File: src/rtl/piecewise_linear_interpolator_top_macros.svh
// Assertion macros used by the top level of the interpolation table RTL.
// Needs a clock named clk and an active-high reset named rst in scope.
`ifndef PIECEWISE_LINEAR_INTERPOLATOR_TOP_MACROS_SVH
`define PIECEWISE_LINEAR_INTERPOLATOR_TOP_MACROS_SVH

// Same-cycle implication, checked outside reset.
`define PLI_ASSERT_NOW(lbl, ante, cons) \
  lbl: assert property (@(posedge clk) disable iff (rst) (ante) |-> (cons)) \
    else $error("interpolator check failed");

// Next-cycle implication, checked outside reset.
`define PLI_ASSERT_NEXT(lbl, ante, cons) \
  lbl: assert property (@(posedge clk) disable iff (rst) (ante) |=> (cons)) \
    else $error("interpolator check failed");

`endif

File: src/rtl/pli_pkg.sv
// Shared types and constants of the piecewise linear interpolation table.
// No dependencies; used by the controller, the datapath and the top level.
package pli_pkg;

  localparam int MAX_NODES_DEF = 64;
  localparam int DATA_W        = 32;
  localparam int GAP_W         = 16;
  localparam int KIND_W        = 2;
  localparam int STATUS_W      = 3;
  localparam int COUNT_OUT_W   = 7;
  localparam int DIV_STEPS     = 64;
  localparam int DIV_CNT_W     = 6;
  localparam logic [GAP_W-1:0] GAP_RESET = 16'd7;

  typedef enum logic [KIND_W-1:0] {
    KIND_CLEAR = 2'd0,
    KIND_ADD   = 2'd1,
    KIND_QUERY = 2'd2,
    KIND_NOP   = 2'd3
  } kind_t;

  typedef enum logic [STATUS_W-1:0] {
    ST_OK    = 3'd0,
    ST_DUP   = 3'd1,
    ST_RANGE = 3'd2,
    ST_FULL  = 3'd3,
    ST_BAD   = 3'd4
  } status_t;

  typedef enum logic [1:0] {
    RES_ZERO   = 2'd0,
    RES_NODE   = 2'd1,
    RES_INTERP = 2'd2
  } res_sel_t;

  // Commands from the controller to the datapath.
  typedef struct packed {
    logic     load;
    logic     add_proc;
    logic     q_proc;
    logic     ins_zero;
    logic     mul;
    logic     div_step;
    logic     emit;
    res_sel_t res_sel;
    status_t  status;
    logic     clr;
    logic     inc;
    logic     set_bad;
  } cmd_t;

  // Status from the datapath to the controller.
  typedef struct packed {
    logic dup;
    logic inserted;
    logic found;
    logic exact;
    logic at_first;
    logic bad;
    logic out_busy;
  } sts_t;

endpackage

File: src/rtl/pli_ctrl.sv
// Controller state machine of the interpolation table.
// Depends on pli_pkg; drives the datapath through cmd_t and reads sts_t.
module pli_ctrl #(
  parameter int MAX_NODES = pli_pkg::MAX_NODES_DEF,
  parameter int AW        = $clog2(MAX_NODES),
  parameter int CW        = $clog2(MAX_NODES + 1)
) (
  input  logic                        clk,
  input  logic                        rst,
  input  logic                        in_valid,
  output logic                        in_ready,
  input  logic [pli_pkg::KIND_W-1:0]  kind,
  input  logic [CW-1:0]               count,
  input  pli_pkg::sts_t               sts,
  output pli_pkg::cmd_t               cmd,
  output logic [AW-1:0]               rd_addr,
  output logic [AW-1:0]               proc_idx
);
  import pli_pkg::*;

  typedef enum logic [3:0] {
    S_IDLE, S_ADD_SCAN, S_ADD_DRAIN, S_ADD_END, S_Q_SCAN, S_Q_DRAIN,
    S_Q_DECIDE, S_MUL, S_DIV, S_EMIT
  } state_t;

  state_t               state;
  kind_t                op;
  logic [AW-1:0]        idx;
  logic [AW-1:0]        pidx;
  logic                 pend;
  logic [DIV_CNT_W-1:0] div_cnt;
  status_t              e_status;
  res_sel_t             e_res;
  logic                 e_clr;
  logic                 e_inc;
  logic                 e_bad;

  assign in_ready = (state == S_IDLE);
  assign rd_addr  = idx;
  assign proc_idx = pidx;

  // Commands decoded from state.
  always_comb begin
    cmd          = '0;
    cmd.load     = in_valid && (state == S_IDLE);
    cmd.add_proc = pend && (op == KIND_ADD);
    cmd.q_proc   = pend && (op == KIND_QUERY);
    cmd.ins_zero = (state == S_ADD_END) && !sts.inserted;
    cmd.mul      = (state == S_MUL);
    cmd.div_step = (state == S_DIV);
    cmd.emit     = (state == S_EMIT) && !sts.out_busy;
    cmd.res_sel  = e_res;
    cmd.status   = e_status;
    cmd.clr      = e_clr;
    cmd.inc      = e_inc;
    cmd.set_bad  = e_bad;
  end

  // State and registered outputs.
  always_ff @(posedge clk) begin
    if (rst) begin
      state    <= S_IDLE;
      op       <= KIND_NOP;
      idx      <= '0;
      pidx     <= '0;
      pend     <= 1'b0;
      div_cnt  <= '0;
      e_status <= ST_OK;
      e_res    <= RES_ZERO;
      e_clr    <= 1'b0;
      e_inc    <= 1'b0;
      e_bad    <= 1'b0;
    end else begin
      pend <= 1'b0;
      case (state)
        S_IDLE: begin
          if (in_valid) begin
            op       <= kind_t'(kind);
            e_status <= ST_OK;
            e_res    <= RES_ZERO;
            e_clr    <= 1'b0;
            e_inc    <= 1'b0;
            e_bad    <= 1'b0;
            case (kind_t'(kind))
              KIND_CLEAR: begin
                e_clr <= 1'b1;
                state <= S_EMIT;
              end
              KIND_ADD: begin
                if (count >= CW'(MAX_NODES)) begin
                  e_status <= ST_FULL;
                  state    <= S_EMIT;
                end else if (count == '0) begin
                  state <= S_ADD_END;
                end else begin
                  idx   <= AW'(count - CW'(1));
                  state <= S_ADD_SCAN;
                end
              end
              KIND_QUERY: begin
                if (count == '0 || sts.bad) begin
                  e_status <= ST_BAD;
                  state    <= S_EMIT;
                end else begin
                  idx   <= '0;
                  state <= S_Q_SCAN;
                end
              end
              default: begin
                state <= S_EMIT;
              end
            endcase
          end
        end
        // Walk the table from the top down, one read per cycle.
        S_ADD_SCAN: begin
          pend <= 1'b1;
          pidx <= idx;
          if (idx == '0) begin
            state <= S_ADD_DRAIN;
          end else begin
            idx <= idx - AW'(1);
          end
        end
        S_ADD_DRAIN: begin
          state <= S_ADD_END;
        end
        S_ADD_END: begin
          e_status <= sts.dup ? ST_DUP : ST_OK;
          e_inc    <= 1'b1;
          e_bad    <= sts.dup;
          state    <= S_EMIT;
        end
        // Walk the table from the bottom up for the bracketing nodes.
        S_Q_SCAN: begin
          pend <= 1'b1;
          pidx <= idx;
          if (idx == AW'(count - CW'(1))) begin
            state <= S_Q_DRAIN;
          end else begin
            idx <= idx + AW'(1);
          end
        end
        S_Q_DRAIN: begin
          state <= S_Q_DECIDE;
        end
        S_Q_DECIDE: begin
          if (!sts.found || (!sts.exact && sts.at_first)) begin
            e_status <= ST_RANGE;
            state    <= S_EMIT;
          end else if (sts.exact) begin
            e_res <= RES_NODE;
            state <= S_EMIT;
          end else begin
            state <= S_MUL;
          end
        end
        S_MUL: begin
          div_cnt <= '0;
          state   <= S_DIV;
        end
        S_DIV: begin
          div_cnt <= div_cnt + DIV_CNT_W'(1);
          if (div_cnt == DIV_CNT_W'(DIV_STEPS - 1)) begin
            e_res <= RES_INTERP;
            state <= S_EMIT;
          end
        end
        S_EMIT: begin
          if (!sts.out_busy) begin
            state <= S_IDLE;
          end
        end
        default: begin
          state <= S_IDLE;
        end
      endcase
    end
  end

endmodule

File: config.mk
export PLATFORM = sky130hd
export DESIGN_NAME = pli_ctrl
export DESIGN_NICKNAME = d
export VERILOG_FILES = /design/src/rtl/piecewise_linear_interpolator_top_macros.svh /design/src/rtl/pli_pkg.sv /design/src/rtl/pli_ctrl.sv
export SDC_FILE = /design/constraint.sdc
export NUM_CORES = 1
export LEC_CHECK = 0
export ABC_AREA = 1
export BUFFER_PORTS_ARGS = -buffer_cell sky130_fd_sc_hd__buf_2
export CAP_MARGIN = 20
export CORE_ASPECT_RATIO = 0.7
export CORE_MARGIN = 1.5
export CORE_UTILIZATION = 55
export DETAILED_ROUTE_END_ITERATION = 10
export PLACE_DENSITY = 0.8
export SLEW_MARGIN = 20
export SYNTH_ARGS = -nofsm -noshare
export SYNTH_HDL_FRONTEND = slang
export SYNTH_SLANG_ARGS = --single-unit
File: constraint.sdc
create_clock -name clk -period 2.5 [get_ports clk]
set_clock_uncertainty 0.2 [all_clocks]
set_input_delay 0.25 -clock clk [delete_from_list [all_inputs] [get_ports clk]]
set_output_delay 0.25 -clock clk [all_outputs]
set_load 0.05 [all_outputs]
## Word-level counts from Yosys, hierarchy flattened

Cells that the tools add are included.
W data, S select, Z words.

| storage, ports and cells | value |
|---|---|
| output and inout bits | 28 |
| flip-flop bits (word level) | 33 |

| cells by class | value |
|---|---|
| $lt $le $gt $ge | 1 |
| equal/unequal tests | 29 |
| reduce and logical (&&, ||, !) cells | 28 |
| add/subtract/negate cells | 4 |
| mux-type cells | 38 |

Operators by type and width:

| operator | number |
|---|---|
| $pmux W4 S10 | 1 |
| $mux W4 | 9 |
| $mux W6 | 6 |
| $pmux W6 S2 | 2 |
| $ne A2 B2 Y1 const B | 9 |
| $pmux W6 S3 | 1 |
| $eq A4 B3 Y1 const B | 4 |
| $add A6 B1 Y6 const B | 2 |
| $mux W2 | 6 |
| $sub A6 B1 Y6 const B | 2 |
| $reduce_and A5 Y1 | 2 |
| $mux W3 | 3 |
| $ne A3 B3 Y1 const B | 3 |
| $pmux W3 S3 | 1 |
| $reduce_bool A3 Y1 | 3 |
| $eq A4 B2 Y1 const B | 2 |
| $eq A4 B4 Y1 const B | 2 |
| $pmux W4 S2 | 1 |
| $reduce_and A8 Y1 | 1 |
| $ge A7 B7 Y1 const B | 1 |
| $logic_not A7 Y1 | 1 |
| $eq A6 B6 Y1 | 1 |
| $eq A6 B6 Y1 const B | 1 |
| $logic_and A1 B1 Y1 | 6 |
| 18 further kinds | 30 |

## Longest topological paths before layout

| logic depth | value |
|---|---|
| depth in word-level cells | 6 |
| gate-level depth with buffers | 15 |
| gate-level depth less buffers | 15 |

## Worst setup path before layout

No wires, ideal clock.

| timing path | value |
|---|---|
| kind | flip-flop to output port |
| start point | register state[3] |
| end point | output port cmd[8] (netlist name) |
| arrival | 2.011 ns |
| cell stages (with the launch flop) | 3 |
| data required time | 2.050 ns |
| path slack | 0.039 ns |
| path through | dfxtp_1 inv_2 nor4_1 |

RTL lines:

| what | RTL line | RTL |
|---|---|---|
| start: declaration | pli_ctrl.sv:26 | `state_t state;` |
| start signal: assignment | pli_ctrl.sv:62 | `state <= S_IDLE;` |
| start signal: assignment | pli_ctrl.sv:87 | `state <= S_EMIT;` |
| start signal: assignment | pli_ctrl.sv:92 | `state <= S_EMIT;` |
| end: declaration | pli_ctrl.sv:15 | `output pli_pkg::cmd_t cmd,` |

## Final worst setup path

| timing path | value |
|---|---|
| start point | register state[2] |
| end point | register idx[3], in the netlist rd_addr[3] |

| on the way | value |
|---|---|
| cells in the longest elaborated chain, start to end | 3 |
| elaborated cells between the ends (all ways) | 13 |
| those cells by class | eq/ne (9); mux (1); reduce/logical (3) |

RTL lines:

| what | RTL line | RTL |
|---|---|---|
| $eq A4 B3 Y1, or another cell as far along | pli_ctrl.sv:75 | `case (state)` |
| $ne A2 B2 Y1 (no line), or another cell as far along | - |  |
| $reduce_and A8 Y1 (no line) | - |  |
| end signal: assignment | pli_ctrl.sv:96 | `idx <= AW'(count - CW'(1));` |
| end signal: assignment | pli_ctrl.sv:122 | `idx <= idx - AW'(1);` |
| end signal: assignment | pli_ctrl.sv:141 | `idx <= idx + AW'(1);` |
| end: declaration | pli_ctrl.sv:28 | `logic [AW-1:0] idx;` |

Several ways; a longest one is shown, not always the timed one.
A chain may end at the register's enable or synchronous reset.

==> out/results.ini <==
[critical_path]
critPathMaxStageDelay_ps=390
r2r_cells=11
r2r-end=rd_addr[3]
path_cells=inv_2 -> nor2_4 -> nand2_2 -> ha_1 -> a21oi_1 -> nand2_1 -> xnor2_1 -> o21ai_0 -> nand3b_1 -> nand2_1 -> nor2_1
crit_arrival_ps=2270
r2r_setup_slack_ps=260
r2r_start=state[2]
cp.required_ps=2530
cp_top_family=simple AND/OR/NAND/NOR gates
cp_common_cell=nand2_1
worstPathBufferInverterCount=1
setup.worst_path.start_class=flop
cp.depth=11
crit_fanout=7
crit_path_end_kind=flop
critical_path_class=reg -> reg
slowest_stage=dfxtp_1
crit_start=state[2]

[global_route]
grt_max_degree=19
first_global_vias=2110
grt_antenna_before_repair=0
overflow=0
grt_pass1_wl_um=9620
grt_use_total=0.269

[cts]
clockBufferDepth=2
clkTransAtPathRegs_ps=70
htreeDepth=2
clockRootBuffer=clkbuf_8
insertion_delay_ps=290
clock_sinks=33
cts_inserted_buffers=5
cts_tree=yes

[die]
io_pins=47
die-area_um2=4690
die_x_um=81.3
start_util=0.587
fp-row-count=19
die_h_um=57.8
coreArea_um2=4020

[place]
io_buffer_count=46
place_congestion=0.936
place_inst=461
dp_hpwl_um=4710

[yosys]
synthArstFlopShare=0
synth-edff-count=0
synth_seq_cells=33
synth_cells=369
synth_ff_type=dfxtp_1
seq_area_frac_synth=0.280
synth_area_leaders=dfxtp_1 (28%), nand2_1 (14%), inv_1 (7.5%), nor2_1 (7.2%), a21oi_1 (6.2%)
synth_warnings=0
synth.distinct_cells=41
synthesis.area_um2=2360
avgSynthCellArea_um2=6.39
yosysTopAreaCell=dfxtp_1
synth_top_cell_area_share=0.280
synth.net_count=399

[layout]
regArea_um2=661
final_common_cell=nand2_1
syn_to_final_growth_pct=16.0
fillCellCount=384
multiInputGateArea_um2=1440
num_antenna_cells=0
fin_util=0.681
nets=446
fin_cells=469
final_cell_mix=nand2_1 (90), inv_1 (47), buf_2 (46)
drive_gt1_frac=0.201

[outcome]
outcome=finished clean

[timing]
tightest_slew_ps=567
tns_ps=0
slew_violations=0
post-route-period-util=0.897
rsz0062_at_grt=no
setup_viol=0
finalCriticalPeriod_ps=2240
max-slew-margin-rel=0.622
hold_viol=0
max_freq_mhz=446

[power_and_ir_drop]
power.leakage_uw=0.00140
powerDensity_nw_per_um2=1150
fin_total_pwr_uw=3150
ir_drop_mv=0.603

[drt]
via_per_inst=5.39
routed_wl_um=6070
drc=0
drt_iter0_drc=112
dr_total_vias=2528
wl_per_cell_um=12.9
ant_nets=0
drtPass1Iterations=5

[min_path]
hold_class=in -> reg
min_to=e_bad
holdPathStages=3
min_from=sts[6]

[job]
drv_cap=0

sequential cells by signal, indices dropped and copies added, names as in the netlist:
signal / flops
div_cnt: 6
proc_idx: 6
rd_addr: 6
state: 4
e_status: 3
e_res: 2
op: 2
e_bad: 1
e_clr: 1
e_inc: 1
pend: 1
cell families (layout without fill, tap and decap cells):
group / Yosys count / in the layout / share of synthesized area
compound gates: 60 / 60 / 0.145
xor+xnor: 2 / 2 / 0.00743
simple gates: 200 / 200 / 0.394
flops: 33 / 33 / 0.280
fa+ha+maj: 11 / 11 / 0.0616
buf+inv: 63 / 111 / 0.111
how the worst max path moves through the flow:
stage and endpoint:
3_5_place_dp rd_addr[3], 5_1_grt rd_addr[3], 3_3_place_gp rd_addr[4], 2_1_floorplan cmd[8], 4_1_cts rd_addr[3], 6_report rd_addr[3]
area by class of cell:
| type | instances | share of cell area |
|---|---|---|
| multi-input cells | 273 | 0.525 |
| flip-flops and latches | 33 | 0.242 |
| repair buffers | 48 | 0.0897 |
| inverters | 55 | 0.0773 |
| clock buffers | 7 | 0.0316 |
| well taps | 52 | 0.0238 |
| clock inverters | 1 | 0.0110 |
tightest hold or removal path, delay by kind of cell:
kind	cells	cell delay, ps
buffers and inverters	1	100
AOI/OAI and AO/OA	1	70
and+or+nand+nor	1	80
power by group:
group / internal [µW] / switching [µW] / leakage [µW]
Sequential: 650 / 118 / 0.000270
Clock: 325 / 211 / 0.0000585
Combinational: 565 / 1280 / 0.00107
Total: 1540 / 1610 / 0.00140
timing repair:
action	in CTS	in global routing
hold buffers	0	0
buffers inserted	0	0
resized for setup	0	1
setup endpoints to repair	0	1
synth_stat cells (5+ instances only):
cell and n:
o21ai_0 14, inv_1 47, nor2_1 45, nand3_1 28, a21oi_1 29, nand4_1 8, ha_1 10, nor2_2 5
nor2_4 5, dfxtp_1 33, nand2_1 91, inv_2 6
per-layer routing:
layer,up-vias,GRT usage,share of wire,wire length [µm]
li1,1294,-,-,-
met1,1105,0.394,0.50,3010
met2,117,0.373,0.39,2360
met3,12,0.0850,0.096,582
met4,0,0.0862,0.019,113
met5,-,0,0,0
through the flow:
step	hold WS (ps)	instance area (µm²)	setup WS [ps]
floorplan	219	2360	39.1
global placement	229	2620	334
detailed placement	228	2620	238
CTS	59.4	2730	207
global route	86.5	2740	87.1
finish	53.0	2740	258
Note: power is estimated with default switching activity, not from simulation.
